===== src/design/pdlf_pkg.sv =====
// Shared constants and types for the PD line-follower step block.
package pdlf_pkg;

  localparam int SENS_W     = 16;
  localparam int GAIN_P_W   = 10;
  localparam int GAIN_D_W   = 12;
  localparam int SPEED_W    = 8;
  localparam int FRAC_W     = 8;
  localparam int NUM_W      = SENS_W + FRAC_W;
  localparam int DIV_STEPS  = NUM_W;
  localparam int STEP_CNT_W = $clog2(DIV_STEPS);
  localparam int ERR_W      = SENS_W + 1;
  localparam int DIFF_W     = ERR_W + 1;
  localparam int PROD_P_W   = GAIN_P_W + 1 + ERR_W;
  localparam int PROD_D_W   = GAIN_D_W + 1 + DIFF_W;
  localparam int DRIVE_W    = 32;
  localparam int SUM_W      = DRIVE_W + 1;
  localparam int ARM_W      = 7;
  localparam int CFG_IDX_W  = 3;
  localparam int CFG_DATA_W = 16;

  localparam logic [ARM_W-1:0] ARM_STEPS = 7'd100;

  localparam logic [SENS_W-1:0]    RST_BLACK_LEVEL     = 16'd23999;
  localparam logic [SENS_W-1:0]    RST_OUTER_MARGIN    = 16'd5000;
  localparam logic [SENS_W-1:0]    RST_ALL_BLACK_LEVEL = 16'd22000;
  localparam logic [GAIN_P_W-1:0]  RST_GAIN_P          = 10'd85;
  localparam logic [GAIN_D_W-1:0]  RST_GAIN_D          = 12'd600;
  localparam logic [SPEED_W-1:0]   RST_CRUISE_SPEED    = 8'd255;

  typedef enum logic [CFG_IDX_W-1:0] {
    CFG_WHITE_LEFT      = 3'd0,
    CFG_WHITE_RIGHT     = 3'd1,
    CFG_BLACK_LEVEL     = 3'd2,
    CFG_OUTER_MARGIN    = 3'd3,
    CFG_ALL_BLACK_LEVEL = 3'd4,
    CFG_GAIN_P          = 3'd5,
    CFG_GAIN_D          = 3'd6,
    CFG_CRUISE_SPEED    = 3'd7
  } cfg_idx_t;

  typedef struct packed {
    logic load_in;
    logic div_step;
    logic calc_err;
    logic calc_mul;
    logic calc_drive;
    logic load_out;
  } pdlf_cmd_t;

endpackage


===== src/design/pdlf_ctrl.sv =====
// Controller state machine sequencing the division, PD and output steps.
module pdlf_ctrl
  import pdlf_pkg::*;
(
  input  logic      clk,
  input  logic      rst,
  input  logic      in_valid,
  input  logic      out_ready,
  output logic      in_ready,
  output logic      out_valid,
  output pdlf_cmd_t cmd
);

  typedef enum logic [2:0] {
    S_IDLE,
    S_DIV,
    S_ERR,
    S_MUL,
    S_DRIVE,
    S_WRITE
  } state_t;

  state_t                state;
  state_t                state_next;
  logic [STEP_CNT_W-1:0] cnt;
  logic [STEP_CNT_W-1:0] cnt_next;
  logic                  in_ready_next;
  logic                  out_valid_next;
  logic                  out_free;

  assign out_free = !out_valid || out_ready;

  always_comb begin
    state_next     = state;
    cnt_next       = cnt;
    cmd            = '0;
    out_valid_next = out_ready ? 1'b0 : out_valid;
    unique case (state)
      S_IDLE: begin
        if (in_valid && in_ready) begin
          cmd.load_in = 1'b1;
          cnt_next    = '0;
          state_next  = S_DIV;
        end
      end
      S_DIV: begin
        cmd.div_step = 1'b1;
        cnt_next     = cnt + 1'b1;
        if (cnt == STEP_CNT_W'(DIV_STEPS - 1)) begin
          state_next = S_ERR;
        end
      end
      S_ERR: begin
        cmd.calc_err = 1'b1;
        state_next   = S_MUL;
      end
      S_MUL: begin
        cmd.calc_mul = 1'b1;
        state_next   = S_DRIVE;
      end
      S_DRIVE: begin
        cmd.calc_drive = 1'b1;
        state_next     = S_WRITE;
      end
      S_WRITE: begin
        if (out_free) begin
          cmd.load_out   = 1'b1;
          out_valid_next = 1'b1;
          state_next     = S_IDLE;
        end
      end
      default: state_next = S_IDLE;
    endcase
    in_ready_next = (state_next == S_IDLE);
  end

  always_ff @(posedge clk) begin
    if (rst) begin
      state     <= S_IDLE;
      cnt       <= '0;
      in_ready  <= 1'b0;
      out_valid <= 1'b0;
    end else begin
      state     <= state_next;
      cnt       <= cnt_next;
      in_ready  <= in_ready_next;
      out_valid <= out_valid_next;
    end
  end

endmodule


===== config.mk =====
export PLATFORM = sky130hd
export DESIGN_NAME = pdlf_ctrl
export DESIGN_NICKNAME = d
export VERILOG_FILES = /design/src/design/pdlf_pkg.sv /design/src/design/pdlf_ctrl.sv
export SDC_FILE = /design/constraint.sdc
export NUM_CORES = 1
export LEC_CHECK = 0
export ABC_AREA = 1
export BUFFER_PORTS_ARGS = -buffer_cell sky130_fd_sc_hd__buf_2
export CORE_AREA = 3 3 40 42
export DETAILED_ROUTE_END_ITERATION = 10
export DIE_AREA = 0 0 43 45
export PLACE_DENSITY = 0.65
export SYNTH_ARGS = -nofsm -noshare
export SYNTH_HDL_FRONTEND = slang
export SYNTH_SLANG_ARGS = --single-unit

===== constraint.sdc =====
create_clock -name clk -period 1.3 [get_ports clk]
set_input_delay 0.13 -clock clk [delete_from_list [all_inputs] [get_ports clk]]
set_output_delay 0.13 -clock clk [all_outputs]
set_load 0.05 [all_outputs]

==> flow_metrics.py, run 1 <==
metrics = {
    "logic_synthesis": {
        "postSynthAreaPerCell_um2": 7.45,
        "seq_area_frac_synth": 0.401,
        "synth_area_leaders": "dfxtp_1, nand2_1, a21oi_1, nor2_1, inv_1",
        "synth_enable_flop_cells": 0,
        "synth_top_area_cell": "dfxtp_1",
        "synth_ff_type": "dfxtp_1",
        "synth_nets": 72,
        "synth_commonest_cells": "nand2_1, dfxtp_1, nor2_1",
        "synth-warning-count": 0,
        "yosysMostFrequentCell": "nand2_1",
        "postSynthCellCount": 67,
        "yosysUniqueCellTypes": 18,
        "ys_ff_latch": 10,
        "synth_top_area_frac": 0.401,
        "netlist_area_um2": 499,
        "async_flop_share": 0,
    },
    "sta": {
        "maxSlewHeadroom": 0.831,
        "whs_ps": 129,
        "fmax_ghz": 0.806,
        "hold_violations": 0,
        "min_period_ps": 1240,
        "slew_viol_final": 0,
        "fin_crit_sh": 0.955,
        "fin_setup_tns_ps": 0,
        "finalSetupViolations": 0,
        "worst_pin_slew_ps": 250,
        "finalClockSkew_ps": 1.36,
    },
    "global_route": {
        "grt_pass1_vias": 409,
        "grt.overflow.total": 0,
        "grt_use_total": 0.111,
        "grt_pass1_wl_mm": 1.64,
        "antenna_found_initial": 0,
        "grt_max_degree": 9,
    },
    "layout": {
        "fin_nets": 89,
        "stdcell_count": 98,
        "diodes": 0,
        "drive_gt1_frac": 0.434,
        "multi_input_area_um2": 288,
        "fin_util": 0.526,
        "area_growth_pct": 35.3,
        "ff_latch_area_um2": 205,
        "nFillCells": 135,
    },
    "pwr": {
        "peakVddDrop_mv": 0.483,
        "finalPower_mw": 0.724,
        "leakagePower_nw": 0.289,
        "p_per_area_mw_per_mm2": 1070,
    },
    "die": {
        "row_count": 13,
        "core_region_area_mm2": 0.00128,
        "die_h_um": 45,
        "start_util": 0.389,
        "dieArea_mm2": 0.00194,
        "die_w_um": 43,
        "io_pins": 12,
    },
    "critical_path": {
        "cp_slowest_stage_delay_ps": 410,
        "endpoint_kind": "primary output",
        "worst_setup_path_start_kind": "flip-flop",
        "rr_startpoint": "state[2]",
        "path_buf_inv": 1,
        "path_class": "flip-flop to primary output",
        "crit_path_cell_trace": "nand2_1 > nor2_2 > buf_4",
        "critical_path.top_delay_family": "flip-flops",
        "path_max_fanout": 5,
        "required_ps": 1170,
        "crit_start": "state[0]",
        "critPathArrivalTime_ps": 1110,
        "critPathSlowestCell": "dfxtp_2",
    },
    "status": {
        "status": "completed",
    },
    "placed_design": {
        "dp_cells": 93,
        "hpwl_um": 761,
        "portBuffers": 11,
        "gp_congestion": 0.744,
    },
    "detailed_routing": {
        "drc": 0,
        "vias": 486,
        "ant_nets": 0,
        "via_per_inst": 4.96,
        "wl_mm": 1.07,
        "drt-pass1-iter-count": 4,
        "drt_iter0_drc": 13,
        "wl_per_cell_um": 10.9,
    },
    "clock_tree": {
        "clockBufferDepth": 2,
        "insertion_delay_ps": 260,
        "cts_tree": "yes",
        "htree_levels": 1,
        "cts_sinks": 10,
        "root_buffer": "clkbuf_4",
        "cts_buffers": 3,
        "clkTransAtPathRegs_ps": 70,
        "cts_hold_buf": 0,
    },
    "worst_hold_path": {
        "hp-start": "rst",
        "hold_class": "input pin to flip-flop",
    },
    "run": {
        "maxCapViolCount": 0,
    },
}
## path summary, 6_finish.rpt
check | end | slack [ps] | depth (start not counted)
worst min-delay path | state[0] | 130 | 2
worst min register to register | cnt[3] | 480 | 2
worst max-delay path | cmd[2] | 60 | 3
worst max register to register | cnt[4] | 160 | 7
## kinds of logic (layout without fill, tap and decap cells)
family,Yosys count,count (layout),synth area share
buf+inv,9,25,0.0727
compound gates,14,14,0.168
fa+ha+maj,1,1,0.0251
flops,10,10,0.401
xor+xnor,1,1,0.0175
simple gates,32,32,0.316
## worst reg2reg max path, cell delays in order, from the launching register on
cell and delay (ps):
dfxtp_2 410, inv_2 70, nand2_2 80, nor2_4 40, buf_4 140, nor2_4 130
nand2_1 80, a21oi_1 120
## state kept, by name (all words and copies together), names as in the netlist
name,cells
cnt,5
state,3
in_ready,1
out_valid,1
## layout by cell type, fill, tap and decap left out, drive strengths merged
master  Yosys  final
a21oi       9      9
buf         0     12
clkbuf      0      4
clkinv      0      1
dfxtp      10     10
ha          1      1
inv         9      8
nand2      14     14
nand3       5      5
nand4       2      2
nor2       10     10
nor3        1      1
o21ai       4      4
o21bai      1      1
xor2        1      1
## stage by stage
step | instance area (um2) | worst slack, ps
after CTS | 649 | 4.52
final | 676 | 59.1
after detailed placement | 587 | 116
after floorplan | 513 | 12.7
after global placement | 587 | 127
after global routing | 676 | -1.42
## final cells by class
class / count / share of cell area
tap: 15 / 0.0278
clock buffer: 4 / 0.0537
sequential: 10 / 0.304
timing repair buffer: 12 / 0.131
multi-input combinational: 48 / 0.426
inverter: 9 / 0.0574
## per-layer routing
metal / global-route usage / share of wire / vias up
li1: - / - / 256
met1: 0.142 / 0.45 / 212
met2: 0.177 / 0.47 / 18
met3: 0.0359 / 0.078 / 0
met4: 0.0361 / 0 / 0
met5: 0 / 0 / -
## where the power goes
group	switching, mW	total (mW)	internal (mW)	leakage [nW]
clock network	0.109	0.279	0.170	0.0210
logic	0.0775	0.116	0.0387	0.185
registers	0.0113	0.329	0.318	0.0828
total	0.198	0.724	0.526	0.289
## what timing repair did
item                       4_1_cts  5_1_grt
resized for setup                8       13
setup buffers                    1        0
pin swaps                        1        0
setup endpoints to repair        6        7
Note: power is estimated with default switching activity, not from simulation.
==> run 2, diff against run 1 <==
Clock period 1.3 ns to 1.4 ns, I/O delays scaled along.
==> run 2 against run 1 <==
Effect of this change: clock skew up 0.55 ps; register-to-register slack better by 100 ps; via count down 2.7%; sequential power down 7.6%; clock power down 7.2%; final cell count down 1.0%; largest cell class unchanged; critical path depth up 1; setup slack worse by 2.0 ps; global-route usage down 0.25 points; non-clock buffer count down 1.
==> flow_metrics.py, run 2 (same netlist as run 1, synthesis figures left out) <==
metrics = {
    "worst_hold_path": {
        "hold-path-cell-count": 2,
        "hold_class": "input pin to flip-flop",
    },
    "placed_design": {
        "gp_congestion": 0.744,
        "portBuffers": 11,
        "hpwl_um": 761,
        "dp_cells": 93,
        "dpl_worst_slack_ps": 206,
        "place_area_um2": 587,
    },
    "die": {
        "die_w_um": 43,
        "die_h_um": 45,
        "io_pins": 12,
        "start_util": 0.389,
        "core_region_area_mm2": 0.00128,
        "row_count": 13,
        "dieArea_mm2": 0.00194,
    },
    "sta": {
        "whs_ps": 134,
        "finalClockSkew_ps": 1.91,
        "fmax_ghz": 0.745,
        "fin_setup_tns_ps": 0,
        "hold_violations": 0,
        "min_period_ps": 1340,
        "maxSlewHeadroom": 0.829,
        "slew_viol_final": 0,
        "rsz0062_at_grt": "true",
        "worst_pin_slew_ps": 253,
        "setup_ws_ps": 57.2,
        "finalSetupViolations": 0,
        "fin_crit_sh": 0.959,
    },
    "layout": {
        "multi_input_area_um2": 280,
        "nFillCells": 136,
        "stdcell_count": 97,
        "regMostFlops": "cnt",
        "fin_util": 0.502,
        "fin_nets": 88,
        "largest_reg_flops": 5,
        "diodes": 0,
        "reg_top3": "cnt x5, state x3",
        "fin_area_um2": 646,
        "area_growth_pct": 29.3,
        "final_cell_mix": "nand2_1, buf_2, inv_1, nor2_1, dfxtp_1",
        "drive_gt1_frac": 0.366,
        "final_common_cell": "nand2_1",
        "ff_latch_area_um2": 204,
    },
    "pwr": {
        "comb_power_share": 0.155,
        "finalPower_mw": 0.666,
        "p_int_mw": 0.486,
        "p_sw_mw": 0.181,
        "peakVddDrop_mv": 0.452,
        "leakagePower_nw": 0.285,
        "p_per_area_mw_per_mm2": 1030,
        "swShare": 0.271,
        "clkPwrFrac": 0.388,
        "pwr-share-seq": 0.457,
    },
    "detailed_routing": {
        "drc": 0,
        "drt_iter0_drc": 11,
        "ant_nets": 0,
        "route.met3.wl_um": 84,
        "wl_mm": 1.03,
        "vias": 473,
        "routedLengthMet1_um": 475,
        "wl_met2_um": 457,
        "highest_layer": "met4",
        "drt-pass1-iter-count": 4,
        "wl_per_cell_um": 10.6,
        "via_per_inst": 4.88,
    },
    "clock_tree": {
        "clkTransAtPathRegs_ps": 60,
        "cts_buffers": 3,
        "clockBufferDepth": 2,
        "htree_levels": 1,
        "insertion_delay_ps": 270,
        "cts_tree": "yes",
        "cts_sinks": 10,
        "cts_hold_buf": 0,
        "root_buffer": "clkbuf_4",
    },
    "critical_path": {
        "r2r_slack_ps": 260,
        "path_buf_inv": 2,
        "critical_path.top_delay_family": "buffers and inverters",
        "cp_slowest_stage_delay_ps": 330,
        "crit_start": "state[1]",
        "crit_path_cell_trace": "inv_1 > nand3_2 > a21oi_2 > buf_4",
        "cp_num_cells": 4,
        "path_class": "flip-flop to primary output",
        "path_max_fanout": 3,
        "critPathSlowestCell": "dfxtp_1",
        "required_ps": 1260,
        "worst_setup_path_start_kind": "flip-flop",
        "critPathArrivalTime_ps": 1200,
        "ff2ff_path_depth": 6,
        "rr_startpoint": "cnt[0]",
        "r2r_end": "in_ready",
        "endpoint": "cmd[0]",
        "endpoint_kind": "primary output",
    },
    "global_route": {
        "grt_max_degree": 9,
        "grt_pass1_wl_mm": 1.59,
        "grt_use_total": 0.108,
        "grt_pass1_vias": 401,
        "grt.overflow.total": 0,
        "antenna_found_initial": 0,
    },
    "run": {
        "maxCapViolCount": 0,
    },
    "status": {
        "status": "completed",
    },
}
-- run 2: final cells by class --
type                    count  share of cell area
multi-input cells          48               0.434
clock buffers               4              0.0562
inverters                   9              0.0562
repair buffers             11               0.109
flip-flops and latches     10               0.316
well taps                  15              0.0291
-- run 2: power groups by stage --
| stage | registers [mW] | clock network, mW | logic, mW |
|---|---|---|---|
| after detailed placement | 0.310 | 0 | 0.0966 |
| final | 0.304 | 0.259 | 0.103 |
| after CTS | 0.304 | 0.261 | 0.100 |
| after floorplan | 0.320 | 0 | 0.0630 |
| after global placement | 0.309 | 0 | 0.0967 |
| after global routing | 0.306 | 0.271 | 0.112 |
-- run 2: what timing repair did --
action	4_1_cts	5_1_grt
endpoints found under the setup margin	3	3
hold endpoints to repair	0	0
resized for setup	5	3
setup buffers	0	0
-- run 2: how the worst min path moves through the flow --
stage	from	end	slack (ps)
global route	rst	cnt[1]	160
finish	rst	state[0]	130
global placement	rst	cnt[1]	410
floorplan	rst	cnt[1]	210
CTS	rst	cnt[4]	140
detailed placement	rst	cnt[4]	420
-- run 2: worst reg2reg max path, delay by kind of cell (launching register included) --
kind	cells	cell delay, ps
flip-flops	1	370
adder cells (fa/ha/maj)	1	220
AND/OR/NAND/NOR	5	450
-- run 2: layer usage --
layer,vias up,track usage
met3,3,0.0359
met4,0,0.0361
met2,15,0.177
li1,252,-
met1,203,0.135
met5,-,0
