**config.mk**
```make
export PLATFORM = sky130hd
export DESIGN_NAME = pdlf_dp
export DESIGN_NICKNAME = d
export VERILOG_FILES = /design/src/design/pdlf_pkg.sv /design/src/design/pdlf_div.sv /design/src/design/pdlf_dp.sv
export SDC_FILE = /design/constraint.sdc
export NUM_CORES = 2
export LEC_CHECK = 0
export BUFFER_PORTS_ARGS = -buffer_cell sky130_fd_sc_hd__buf_4
export CORE_MARGIN = 3
export CORE_UTILIZATION = 50
export DETAILED_ROUTE_END_ITERATION = 6
export PLACE_DENSITY_LB_ADDON = 0.2
export SLEW_MARGIN = 20
export SYNTH_ARGS = -nofsm -noshare
export SYNTH_HDL_FRONTEND = slang
export SYNTH_SLANG_ARGS = --single-unit
```
**constraint.sdc**
```tcl
create_clock -name clk -period 5.38 [get_ports clk]
set_input_delay 0.538 -clock clk [delete_from_list [all_inputs] [get_ports clk]]
set_output_delay 0.538 -clock clk [all_outputs]
set_load 0.03 [all_outputs]
```
**src/design/pdlf_pkg.sv**
```systemverilog
// Shared constants and types for the PD line-follower step block.
package pdlf_pkg;

  localparam int SENS_W     = 16;
  localparam int GAIN_P_W   = 10;
  localparam int GAIN_D_W   = 12;
  localparam int SPEED_W    = 8;
  localparam int FRAC_W     = 8;
  localparam int NUM_W      = SENS_W + FRAC_W;
  localparam int DIV_STEPS  = NUM_W;
  localparam int STEP_CNT_W = $clog2(DIV_STEPS);
  localparam int ERR_W      = SENS_W + 1;
  localparam int DIFF_W     = ERR_W + 1;
  localparam int PROD_P_W   = GAIN_P_W + 1 + ERR_W;
  localparam int PROD_D_W   = GAIN_D_W + 1 + DIFF_W;
  localparam int DRIVE_W    = 32;
  localparam int SUM_W      = DRIVE_W + 1;
  localparam int ARM_W      = 7;
  localparam int CFG_IDX_W  = 3;
  localparam int CFG_DATA_W = 16;

  localparam logic [ARM_W-1:0] ARM_STEPS = 7'd100;

  localparam logic [SENS_W-1:0]    RST_BLACK_LEVEL     = 16'd23999;
  localparam logic [SENS_W-1:0]    RST_OUTER_MARGIN    = 16'd5000;
  localparam logic [SENS_W-1:0]    RST_ALL_BLACK_LEVEL = 16'd22000;
  localparam logic [GAIN_P_W-1:0]  RST_GAIN_P          = 10'd85;
  localparam logic [GAIN_D_W-1:0]  RST_GAIN_D          = 12'd600;
  localparam logic [SPEED_W-1:0]   RST_CRUISE_SPEED    = 8'd255;

  typedef enum logic [CFG_IDX_W-1:0] {
    CFG_WHITE_LEFT      = 3'd0,
    CFG_WHITE_RIGHT     = 3'd1,
    CFG_BLACK_LEVEL     = 3'd2,
    CFG_OUTER_MARGIN    = 3'd3,
    CFG_ALL_BLACK_LEVEL = 3'd4,
    CFG_GAIN_P          = 3'd5,
    CFG_GAIN_D          = 3'd6,
    CFG_CRUISE_SPEED    = 3'd7
  } cfg_idx_t;

  typedef struct packed {
    logic load_in;
    logic div_step;
    logic calc_err;
    logic calc_mul;
    logic calc_drive;
    logic load_out;
  } pdlf_cmd_t;

endpackage

```
**src/design/pdlf_div.sv**
```systemverilog
// Radix-2 restoring divider giving a saturated Q8.8 ratio, one quotient bit per cycle while step is high.
module pdlf_div
  import pdlf_pkg::*;
(
  input  logic              clk,
  input  logic              init,
  input  logic              step,
  input  logic [NUM_W-1:0]  num,
  input  logic [SENS_W-1:0] den,
  output logic [SENS_W-1:0] quo
);

  logic [SENS_W-1:0] den_r;
  logic [SENS_W-1:0] rem;
  logic [NUM_W-1:0]  sh;
  logic [SENS_W:0]   trial;
  logic [SENS_W:0]   sub;
  logic              ge;

  assign trial = {rem, sh[NUM_W-1]};
  assign sub   = trial - {1'b0, den_r};
  assign ge    = trial >= {1'b0, den_r};

  always_ff @(posedge clk) begin
    if (init) begin
      den_r <= den;
      rem   <= '0;
      sh    <= num;
    end else if (step) begin
      rem <= ge ? sub[SENS_W-1:0] : trial[SENS_W-1:0];
      sh  <= {sh[NUM_W-2:0], ge};
    end
  end

  assign quo = (|sh[NUM_W-1:SENS_W]) ? {SENS_W{1'b1}} : sh[SENS_W-1:0];

endmodule

```
**src/design/pdlf_dp.sv**
```systemverilog
// Datapath: configuration registers, ratio dividers, PD arithmetic and output register.
module pdlf_dp
  import pdlf_pkg::*;
(
  input  logic                  clk,
  input  logic                  rst,
  input  pdlf_cmd_t             cmd,
  input  logic                  cfg_we,
  input  logic [CFG_IDX_W-1:0]  cfg_index,
  input  logic [CFG_DATA_W-1:0] cfg_data,
  input  logic [SENS_W-1:0]     in_outer_left,
  input  logic [SENS_W-1:0]     in_inner_left,
  input  logic [SENS_W-1:0]     in_inner_right,
  input  logic [SENS_W-1:0]     in_outer_right,
  output logic [SPEED_W-1:0]    left_speed,
  output logic [SPEED_W-1:0]    right_speed,
  output logic                  left_reverse,
  output logic                  right_reverse,
  output logic                  finish_seen
);

  logic [SENS_W-1:0]   white_left;
  logic [SENS_W-1:0]   white_right;
  logic [SENS_W-1:0]   black_level;
  logic [SENS_W-1:0]   outer_margin;
  logic [SENS_W-1:0]   all_black_level;
  logic [GAIN_P_W-1:0] gain_p;
  logic [GAIN_D_W-1:0] gain_d;
  logic [SPEED_W-1:0]  cruise_speed;

  logic [SENS_W-1:0] ol;
  logic [SENS_W-1:0] il;
  logic [SENS_W-1:0] ir;
  logic [SENS_W-1:0] orr;

  logic [SENS_W:0]     diff_l;
  logic [SENS_W:0]     diff_r;
  logic [SENS_W-1:0]   den_l;
  logic [SENS_W-1:0]   den_r;
  logic [NUM_W-1:0]    num;
  logic [SENS_W-1:0]   q_l;
  logic [SENS_W-1:0]   q_r;

  logic signed [ERR_W-1:0]    err_c;
  logic signed [ERR_W-1:0]    err;
  logic signed [ERR_W-1:0]    prev_err;
  logic signed [DIFF_W-1:0]   derr;
  logic signed [PROD_P_W-1:0] prod_p;
  logic signed [PROD_D_W-1:0] prod_d;
  logic signed [DRIVE_W-1:0]  drive;
  logic [ARM_W-1:0]           arm_cnt;

  logic signed [SUM_W-1:0] base_q;
  logic signed [SUM_W-1:0] sum_l;
  logic signed [SUM_W-1:0] sum_r;
  logic [SPEED_W-1:0]      sp_l;
  logic [SPEED_W-1:0]      sp_r;
  logic [SPEED_W-1:0]      fs_l;
  logic [SPEED_W-1:0]      fs_r;
  logic signed [SENS_W:0]  thr;
  logic                    all_black;
  logic                    trig_r;
  logic                    trig_l;

  function automatic logic [SPEED_W-1:0] clamp_speed(input logic signed [SUM_W-1:0] s);
    logic [SPEED_W-1:0] r;
    if (s[SUM_W-1]) begin
      r = '0;
    end else if (|s[SUM_W-2:FRAC_W+SPEED_W]) begin
      r = {SPEED_W{1'b1}};
    end else begin
      r = s[FRAC_W+SPEED_W-1:FRAC_W];
    end
    return r;
  endfunction

  always_ff @(posedge clk) begin
    if (rst) begin
      white_left      <= '0;
      white_right     <= '0;
      black_level     <= RST_BLACK_LEVEL;
      outer_margin    <= RST_OUTER_MARGIN;
      all_black_level <= RST_ALL_BLACK_LEVEL;
      gain_p          <= RST_GAIN_P;
      gain_d          <= RST_GAIN_D;
      cruise_speed    <= RST_CRUISE_SPEED;
    end else if (cfg_we) begin
      unique case (cfg_idx_t'(cfg_index))
        CFG_WHITE_LEFT:      white_left      <= cfg_data;
        CFG_WHITE_RIGHT:     white_right     <= cfg_data;
        CFG_BLACK_LEVEL:     black_level     <= cfg_data;
        CFG_OUTER_MARGIN:    outer_margin    <= cfg_data;
        CFG_ALL_BLACK_LEVEL: all_black_level <= cfg_data;
        CFG_GAIN_P:          gain_p          <= cfg_data[GAIN_P_W-1:0];
        CFG_GAIN_D:          gain_d          <= cfg_data[GAIN_D_W-1:0];
        CFG_CRUISE_SPEED:    cruise_speed    <= cfg_data[SPEED_W-1:0];
        default: ;
      endcase
    end
  end

  // An inner reading at or below its white level clips the denominator to one.
  assign diff_l = {1'b0, in_inner_left} - {1'b0, white_left};
  assign diff_r = {1'b0, in_inner_right} - {1'b0, white_right};
  assign den_l  = (diff_l[SENS_W] || diff_l == '0) ? SENS_W'(1) : diff_l[SENS_W-1:0];
  assign den_r  = (diff_r[SENS_W] || diff_r == '0) ? SENS_W'(1) : diff_r[SENS_W-1:0];
  assign num    = {black_level, {FRAC_W{1'b0}}};

  pdlf_div u_div_l (
    .clk  (clk),
    .init (cmd.load_in),
    .step (cmd.div_step),
    .num  (num),
    .den  (den_l),
    .quo  (q_l)
  );

  pdlf_div u_div_r (
    .clk  (clk),
    .init (cmd.load_in),
    .step (cmd.div_step),
    .num  (num),
    .den  (den_r),
    .quo  (q_r)
  );

  assign err_c = $signed({1'b0, q_l}) - $signed({1'b0, q_r});

  always_ff @(posedge clk) begin
    if (cmd.load_in) begin
      ol  <= in_outer_left;
      il  <= in_inner_left;
      ir  <= in_inner_right;
      orr <= in_outer_right;
    end
    if (cmd.calc_err) begin
      err  <= err_c;
      derr <= DIFF_W'(err_c) - DIFF_W'(prev_err);
    end
    if (cmd.calc_mul) begin
      prod_p <= $signed({1'b0, gain_p}) * err;
      prod_d <= $signed({1'b0, gain_d}) * derr;
    end
    if (cmd.calc_drive) begin
      drive <= DRIVE_W'(prod_p) + DRIVE_W'(prod_d);
    end
  end

  always_ff @(posedge clk) begin
    if (rst) begin
      prev_err <= '0;
      arm_cnt  <= '0;
    end else begin
      if (cmd.calc_err) begin
        prev_err <= err_c;
      end
      if (cmd.load_out && arm_cnt < ARM_STEPS) begin
        arm_cnt <= arm_cnt + 1'b1;
      end
    end
  end

  assign base_q = $signed({1'b0, cruise_speed, {FRAC_W{1'b0}}});
  assign sum_l  = base_q + SUM_W'(drive);
  assign sum_r  = base_q - SUM_W'(drive);
  assign sp_l   = clamp_speed(sum_l);
  assign sp_r   = clamp_speed(sum_r);

  // The wheel that would run faster is driven at full speed.
  always_comb begin
    fs_l = sp_l;
    fs_r = sp_r;
    if (sp_r < sp_l) begin
      fs_l = {SPEED_W{1'b1}};
    end else if (sp_l < sp_r) begin
      fs_r = {SPEED_W{1'b1}};
    end
  end

  assign thr       = $signed({1'b0, black_level}) - $signed({1'b0, outer_margin});
  assign all_black = (ol > all_black_level) && (il > all_black_level) &&
                     (ir > all_black_level) && (orr > all_black_level);
  assign trig_r    = ($signed({1'b0, orr}) >= thr) && !all_black;
  assign trig_l    = ($signed({1'b0, ol}) >= thr) && !all_black;

  always_ff @(posedge clk) begin
    if (cmd.load_out) begin
      finish_seen <= all_black && (arm_cnt >= ARM_STEPS);
      if (trig_r) begin
        left_speed    <= {SPEED_W{1'b1}};
        right_speed   <= {SPEED_W{1'b1}};
        left_reverse  <= 1'b0;
        right_reverse <= 1'b1;
      end else if (trig_l) begin
        left_speed    <= {SPEED_W{1'b1}};
        right_speed   <= {SPEED_W{1'b1}};
        left_reverse  <= 1'b1;
        right_reverse <= 1'b0;
      end else begin
        left_speed    <= fs_l;
        right_speed   <= fs_r;
        left_reverse  <= 1'b0;
        right_reverse <= 1'b0;
      end
    end
  end

endmodule

```
==> impl_summary.md <==
Status
The run finished, with violations left. The checks that failed: setup timing.

Place
Detailed placement ended at an HPWL of between 70000 and 80000 microns. The quantity of I/O buffers inserted on ports is 110. The placer congestion estimate is slightly above 0.9.

Timing
Once routing completed, OpenROAD measured the worst setup slack at -73.2 ps. The final setup violation count is 7. Setup repair after global routing could not meet its margin everywhere. Static timing analysis puts the maximum clock frequency at approximately 180 MHz. The largest clock skew in the final design is between 30 and 40 ps.

The slew at the pin with the worst max-slew slack is ~1000 ps. The share of the cycle needed by the critical path after routing is 1.01. The number of hold violations in the final report is 0. The setup total negative slack is -265 ps. The number of max-slew violations in the final report is 0.

Counting I/O delays and the setup requirement, the final critical path takes 5450 ps. The worst pin sits at a relative slew slack of 0.340.

Global route
The number of global-route vias before repair was approximately 31000. For this run the aggregate overflow at the end of global routing stands at 0. The combined global-route utilization of all metal layers is 0.237.

The pin count of the biggest net entering global routing is around 110. The first global-routing pass estimated approximately 160000 microns of wire. The number of antenna violations at the first check in global routing came to 1.

Critical path
Together, buffers and inverters on the worst path number 8. The category of the worst setup path capture point is a register. Along the worst path, the maximum fanout reaches 4. The startpoint of the worst-slack reg-to-reg timing path is derr[12].

Traced cell by cell, the critical path runs through and2_4 -> fa_1 -> inv_1 -> fa_1 -> inv_1 -> fa_1 -> fa_1 -> inv_1 -> fa_1 -> inv_2 -> ha_4 -> a211oi_2 -> o21bai_1 -> a211oi_2 -> o21ai_2 -> buf_4 -> buf_4 -> buf_4 -> buf_4 -> a41oi_1 -> xnor2_1. The slowest stage cell on the critical path is fa_1. The worst setup path is of the register to register kind. In this design, the stage delay of the slowest critical-path cell is 530 ps. The origin of the worst setup path is derr[12]. The arrival time reported for the critical path endpoint is about 5800 ps. The dominant cell type by count on the critical path is fa_1. At the worst endpoint, the required time is about 5800 ps. Among cell families on the critical path, the largest total delay comes from adder cells. Across all register-to-register paths, the minimum setup slack is -70 ps.

The critical path launch point type is a register.

Detailed routing
The first TritonRoute pass finished after 7 iterations. The starting DRC count in detailed routing is 1388. Detailed routing inserted a total of ~30000 vias. The average routed wire per standard cell is about 18 microns. After detailed routing, the number of remaining DRC violations is 0. The detailed-route wire length is ~100000 microns.

The detail route stage leaves a number of antenna-violating nets equal to 0. In the routed layout, each cell is associated on average with a via count of 5.37.

Synth
The proportion of synthesized chip area in sequential cells is 0.290. The count of flip-flops with a built-in enable after synthesis is about 270. The netlist uses slightly below 90 different library cells. The mapped netlist covers 40800 sq um. The synthesized design contains ~460 register bits.

The synthesized instance count is ~4400. The synthesized area per cell is just over 9 sq um. Counting flops with an async set or reset pin after synthesis yields a share of 0. The commonest register cell after synthesis is edfxtp_1. The net count after synthesis is around 5200. During synthesis, Yosys emitted a total of 0 warnings.

Hold path
The startpoint identified for the worst hold timing path is in_outer_right[13]. The kind of path behind the tightest hold check is input port to register.

CTS
The clock reaches the later pin of the worst-skew pair after roughly 640 ps. The number of clock buffers added by TritonCTS is just over 50. Clock-pin slew was measured on the worst setup and hold paths at approximately 60 ps. The clock sink count is around 460. The buffer cell driving the clock tree root is clkbuf_16.

In this run the deepest clock path goes through 3 buffers. The H-tree depth reported by CTS is 2. The CTS tree is built.

Cells and area
The number of nets in the layout is around 5500. Of the cells placed in the final design, the portion with a size suffix greater than 1 is 0.138. The post-synthesis to final-layout area growth is 14.8%. Leaving out fill and tap cells, the most frequent cell in the layout is inv_1. Leaving out fill and tap cells, the most frequent cells in the layout are 675 x inv_1, 485 x nand2_1, 382 x ha_1.

Job
The number of violations of the max-capacitance limit is 0.

Die
The area of the die is approximately 85000 sq um. For this configuration, the core starts out at a cell density of 0.505. The die is about 290 microns wide. The core region is between 80000 and 90000 sq um. The floorplan has around 100 rows. The vertical die dimension is 292 microns. For this design the top-level I/O count stands at between 100 and 150.
-- final timing paths --
path                 endpoint  cells after the start
max                prod_d[21]                     21
min                   orr[13]                      1
max reg2reg        prod_d[21]                     21
min reg2reg  outer_margin[15]                      2
-- cells in the mapped netlist, types with 60 or more instances --
master,count,area [sq um]
clkbuf_1,129,484
o21ai_0,103,515
xnor2_1,132,1160
inv_1,698,2620
fa_1,360,7210
a21o_1,69,518
a21oi_1,219,1100
dfxtp_1,182,3640
edfxtp_1,273,8200
nor2_1,267,1000
nor3_1,66,330
and2_1,194,1210
nand2_1,497,1870
ha_1,400,5000
a211oi_1,60,450
-- state kept, by name (all words and copies together), names as in the netlist, 17 cells and up --
register / flops
drive: 32
prod_d: 31
prod_p: 28
u_div_l.sh: 24
u_div_r.sh: 24
derr: 18
err: 17
prev_err: 17
-- worst reg2reg max path, stage by stage (launching register included) --
cell      delay, ps
edfxtp_1        440
and2_4          190
fa_1            530
inv_1            50
fa_1            520
inv_1            50
fa_1            500
fa_1            520
inv_1            50
fa_1            490
inv_2            50
ha_4            230
a211oi_2        210
o21bai_1        100
a211oi_2        240
o21ai_2         100
buf_4           140
buf_4           120
buf_4           120
buf_4           120
a41oi_1         210
xnor2_1         240
-- cell type report --
type                    instances  area, sq um
clock buffers                  71         1490
diodes                          1         2.50
inverters                     699         2620
multi-input cells            3066        26300
fillers                      7091        33900
repair buffers                358         2820
clock inverters                24          337
flip-flops and latches        455        11900
well taps                    1060         1330
-- metrics by stage --
stage / util / instances / setup WS, ps / hold WS (ps) / area [sq um]
final: 0.580 / 5734 / -73.2 / 90.4 / 46800
after global routing: 0.580 / 5734 / -341 / 62.4 / 46800
after CTS: 0.574 / 5714 / -58.1 / 52.7 / 46300
after detailed placement: 0.545 / 5592 / -285 / 446 / 44000
after global placement: 0.545 / 5592 / -210 / 442 / 44000
after floorplan: - / 4371 / -6.65 / 432 / 40900
-- layer usage --
layer,up-vias,track usage,wire (microns)
li1,15100,-,-
met4,0,0.0778,3600
met1,14900,0.292,41600
met3,149,0.0293,4900
met5,-,0,0
met2,699,0.430,50700
-- timing repair --
item / in CTS / in global routing
cloned: 0 / 0
hold buffers: 0 / 0
resized for setup: 85 / 92
buffers inserted: 29 / 21
pin swaps: 81 / 80
hold endpoints to repair: 0 / 0
endpoints found under the setup margin: 16 / 40
-- logic make-up after synthesis --
group           synth area share
buf+inv                   0.0788
flops                      0.290
mux                       0.0134
fa+ha+maj                  0.300
xor+xnor                  0.0370
compound gates             0.120
simple gates               0.161
Power is left out: the tool's default activity adds up to more than one toggle a clock period on the data nets, which glitch-free logic cannot reach.
